===== config.mk =====
export PLATFORM = sky130hd
export DESIGN_NAME = mcas_alu
export DESIGN_NICKNAME = d
export VERILOG_FILES = /design/src/mcas_pkg.sv /design/src/mcas_alu.sv
export SDC_FILE = /design/constraint.sdc
export NUM_CORES = 1
export LEC_CHECK = 0
export BUFFER_PORTS_ARGS = -buffer_cell sky130_fd_sc_hd__clkbuf_2
export CAP_MARGIN = 20
export CORE_ASPECT_RATIO = 1.2
export CORE_MARGIN = 2
export CORE_UTILIZATION = 37
export DETAILED_ROUTE_END_ITERATION = 10
export PLACE_DENSITY_LB_ADDON = 0.2
export REMOVE_ABC_BUFFERS = 1
export SYNTH_ARGS = -nofsm -noshare
export SYNTH_HDL_FRONTEND = slang
export SYNTH_SLANG_ARGS = --single-unit

===== constraint.sdc =====
create_clock -name vclk -period 5
set_input_delay 0.25 -clock vclk [all_inputs]
set_output_delay 0.25 -clock vclk [all_outputs]
set_load 0.05 [all_outputs]

===== src/mcas_pkg.sv =====
// ============================================================================
// Min-cost assignment solver package
// Shared widths, solver state encoding, flag bundle of the shared ALU and a
// sign-extension helper.
// ============================================================================
`default_nettype none

package mcas_pkg;

  localparam int MAX_N_DEF = 64;   // default largest matrix dimension
  localparam int CE_W      = 31;   // width of one loaded cost entry
  localparam int WW        = 32;   // width of a stored (reduced) matrix entry
  localparam int DW        = 44;   // width of duals, slacks and sums
  localparam int TOT_W     = 37;   // width of the reported total cost
  localparam int IDX_W     = 6;    // width of the reported row and column
  localparam int CFG_W     = 7;    // width of the size register

  localparam logic signed [DW-1:0] SLACK_INF = {{(DW-40){1'b0}}, {40{1'b1}}};

  typedef struct packed {
    logic lt;     // result is below operand d
    logic zero;   // result is zero
  } alu_flags_t;

  typedef enum logic [5:0] {
    ST_LOAD,
    ST_CM_RD,  ST_CM_EX,  ST_CM_SUM, ST_CW_RD,  ST_CW_EX,
    ST_CI,
    ST_RM_RD,  ST_RM_EX,  ST_GR_RD,  ST_GR_EX,
    ST_SQ,     ST_SP,     ST_SR,     ST_SC_RD,  ST_SC_EX,
    ST_MN_RD,  ST_MN_EX,
    ST_RU_Q,   ST_RU_P,   ST_RU_EX,
    ST_SU_RD,  ST_SU_EX,  ST_IC_RD,  ST_IC_EX,
    ST_AU_RD,  ST_AU_EX,  ST_AU_P,
    ST_RS_RD,  ST_RS_EX,  ST_RP_RD,  ST_RP_EX,
    ST_FR_RD,  ST_FR,     ST_F1_RD,  ST_F1_EX,
    ST_TC_RD,  ST_TC_EX,
    ST_O_RD,   ST_O_EX
  } state_e;

  function automatic logic signed [DW-1:0] sext_w(input logic signed [WW-1:0] x);
    return {{(DW-WW){x[WW-1]}}, x};
  endfunction

endpackage

`default_nettype wire


===== src/mcas_alu.sv =====
// ============================================================================
// Min-cost assignment solver ALU
// Shared add/subtract/compare unit: res = a - b + c, compared against d.
// ============================================================================
`default_nettype none

module mcas_alu (
  input  logic signed [mcas_pkg::DW-1:0] a_i,
  input  logic signed [mcas_pkg::DW-1:0] b_i,
  input  logic signed [mcas_pkg::DW-1:0] c_i,
  input  logic signed [mcas_pkg::DW-1:0] d_i,
  output logic signed [mcas_pkg::DW-1:0] res_o,
  output mcas_pkg::alu_flags_t           flags_o
);
  import mcas_pkg::*;

  assign res_o        = a_i - b_i + c_i;
  assign flags_o.lt   = (res_o < d_i);
  assign flags_o.zero = (res_o == '0);

endmodule

`default_nettype wire


==> run metrics <==
status completed; ANT nets after route 0; crit end category output pin; FF/Latch Area 0 µm²; GR Overflow Total 0; synth unique cells 59; largest area contributor in the netlist ha_1; sequential power share 0%; switch share 62.81%; layout sequential cell count 0; via count 5,896; largest cells by area after synthesis ha_1 21%, fa_1 17%, inv_1 17%; cts-stage hold buffer count 0; area of the multi-input gates 0.004506 mm²; first-pass GRT wire length 25.81 mm; worst-margin pin slew 734.3 ps; Switch Pwr 1.762 mW; DR vias/cell 4.849; vias in the first global route 5,871; clkbuf count 0; Die Wd 111.9 µm; Crit Path Max Fanout 2; routed len/inst 13.00 µm; hold depth 3; Placed Cells 1,203; Power Internal 1.043 mW; Area after DPL 0.007043 mm²; hold_sp a_i[0]; clock power share 0%; RD Place Congestion 0.8830; critical path type primary input to output pin; final net count 1,353; # IOs 222; Seq/Total Area, Yosys 0%; Fillers 1,383; WHS Endpoint res_o[0]; period utilisation layout 98.24%; Core ar. 0.01370 mm²; total design power 2.806 mW; ratio of cells with drive above 1 in the final layout 34.64%; Fin Hold WS 1021 ps; VDD IR max 0.2445 mV; worst path arrival time 4660 ps; number of remaining DRC errors 0; FP Rows 47; max-cap viol count 0; die area 0.01493 mm²; DP HPWL 14.13 mm; RSZ-0062 raised after global routing yes; Syn. warnings 0; initial antenna violation count 0; final hold vios 0; fmax 203.6 MHz; Mapped Cells 745; Pins Over Slew Limit 0; Starting DRT DRC Count 178; Min-Delay Path Class primary input to output pin; headroom to the max-slew limit 50.75%; WL final 15.80 mm; DR pass1 iterations 5; Pleak 4.487 nW; Synth top area share 21.07%; largest net degree at the start of global routing 11; port bufs 222; starting density of the core 37.70%; Setup-failing EPs final 0; area growth from synthesis to layout 43.33%; final instance area 0.007405 mm²; final setup margin 87.89 ps; Synth Cell Area 0.005166 mm²; Comb power frac 100.0%; Syn Area/Cell 6.935 µm²; Ant. Diodes 0; Final min period 4912 ps; Req. time, crit path 4750 ps; GRT Util Overall 20.35%; CP Launch Type primary input; Post-Layout Cell Count 1,216; dpl ws -376.9 ps; Pwr Density 378.9 mW/mm²; die height 133.4 µm
-- through the flow --
step,util (%),TNS [ps]
global route,54.04,-226.1
global placement,51.40,-235.6
floorplan,-,-864.1
CTS,51.85,0
finish,54.04,0
detailed placement,51.40,-376.9
-- power groups by stage --
stage | logic (mW) | registers, mW | clock network (mW)
6_report | 2.81 | 0 | 0
5_1_grt | 3.05 | 0 | 0
4_1_cts | 2.68 | 0 | 0
3_5_place_dp | 2.63 | 0 | 0
3_3_place_gp | 2.62 | 0 | 0
2_1_floorplan | 1.75 | 0 | 0
-- Yosys cell counts (2+ instances only) --
cell and number:
nor4_1 6, o21a_1 3, xor2_1 18, and4_1 2
o211ai_1 6, o22ai_1 2, a21oi_1 50, nand3_1 9
nor2b_1 13, o221ai_1 2, o31ai_1 3, nand4_1 19
buf_1 2, a211oi_1 6, inv_1 228, clkbuf_1 9
nor2_1 29, nor3_1 13, buf_2 3, and2_1 5
a21o_1 27, a31oi_1 10, a211o_1 4, a221oi_1 3
or3_1 5, ha_1 87, a31o_2 2, o21ai_1 4
o21ai_0 27, o21bai_1 3, nand2_1 40, a2111oi_0 3
nand2b_1 10, fa_1 43, xnor2_1 21, and3_1 5
-- layer usage --
metal	vias up	part of all wire, %	track usage [%]
met5	-	0	0
met4	0	2.1	4.390
met3	25	4.8	2.093
met2	160	52	39.06
met1	2677	41	24.26
li1	3034	-	-
-- logic make-up (layout without fill, tap and decap cells) --
logic type,count (synthesis),in the layout,share of synthesized area (%)
AO/OA/AOI/OAI,171,171,21.72
adder cells (fa/ha/maj),130,130,37.73
AND/OR/NAND/NOR,163,163,16.28
buffers and inverters,242,542,17.66
XOR/XNOR,39,39,6.612
-- what timing repair did --
item,CTS,global route
endpoints found under the hold margin,0,0
pin swaps,15,35
setup buffers,3,10
resized for setup,10,44
endpoints found under the setup margin,1,2
-- placed cells by master (no fill, tap or decap), types with 4 or more instances in the layout --
cell | synthesis | routed
nor2_1 | 29 | 27
a211o_1 | 4 | 4
nand3_1 | 9 | 8
a21oi_2 | 1 | 8
nand2_1 | 40 | 38
a31oi_1 | 10 | 9
ha_1 | 87 | 81
nand2b_1 | 10 | 10
xnor2_1 | 21 | 21
a21oi_1 | 50 | 42
nor3_1 | 13 | 12
nor4_1 | 6 | 6
nor2b_1 | 13 | 12
or3_1 | 5 | 4
and3_1 | 5 | 5
ha_4 | 0 | 5
xor2_1 | 18 | 18
and2_1 | 5 | 5
clkbuf_2 | 0 | 219
a211oi_1 | 6 | 5
buf_4 | 0 | 92
o21ai_1 | 4 | 7
o211ai_1 | 6 | 6
o21ai_0 | 27 | 21
inv_1 | 228 | 226
nand4_1 | 19 | 19
fa_1 | 43 | 43
a21o_1 | 27 | 27
-- critical path, cell delays in order --
cell,delay [ps]
buf_6,90
fa_1,540
inv_2,50
ha_4,210
a21o_1,180
a21oi_2,160
o21ai_4,90
a221oi_4,340
o21ai_2,100
a211o_1,290
a221oi_2,330
xnor2_1,200
ha_1,290
nor2b_1,140
o21ai_1,130
nand2b_1,80
a21oi_2,130
nor2b_1,50
o21ai_1,120
nand2b_1,80
a221oi_2,320
o31ai_2,120
a21oi_2,210
buf_12,160
-- layout make-up --
cell class                      instances  share of cell area [%]
Multi-Input combinational cell        503                   60.85
Timing Repair Buffer                  314                   24.70
Inverter                              228                   11.56
Tap cell                              171                   2.889
-- worst max path at each step --
| stage | from | endpoint | depth (start not counted) | slack [ps] |
|---|---|---|---|---|
| final | b_i[4] | flags_o[1] | 24 | 90 |
| after global routing | a_i[7] | flags_o[1] | 25 | -200 |
| after CTS | a_i[2] | flags_o[1] | 27 | 1 |
| after detailed placement | a_i[2] | flags_o[1] | 25 | -380 |
| after global placement | a_i[2] | flags_o[1] | 25 | -240 |
| after floorplan | a_i[2] | flags_o[1] | 22 | -860 |
Power figures use the tool's default switching activity.
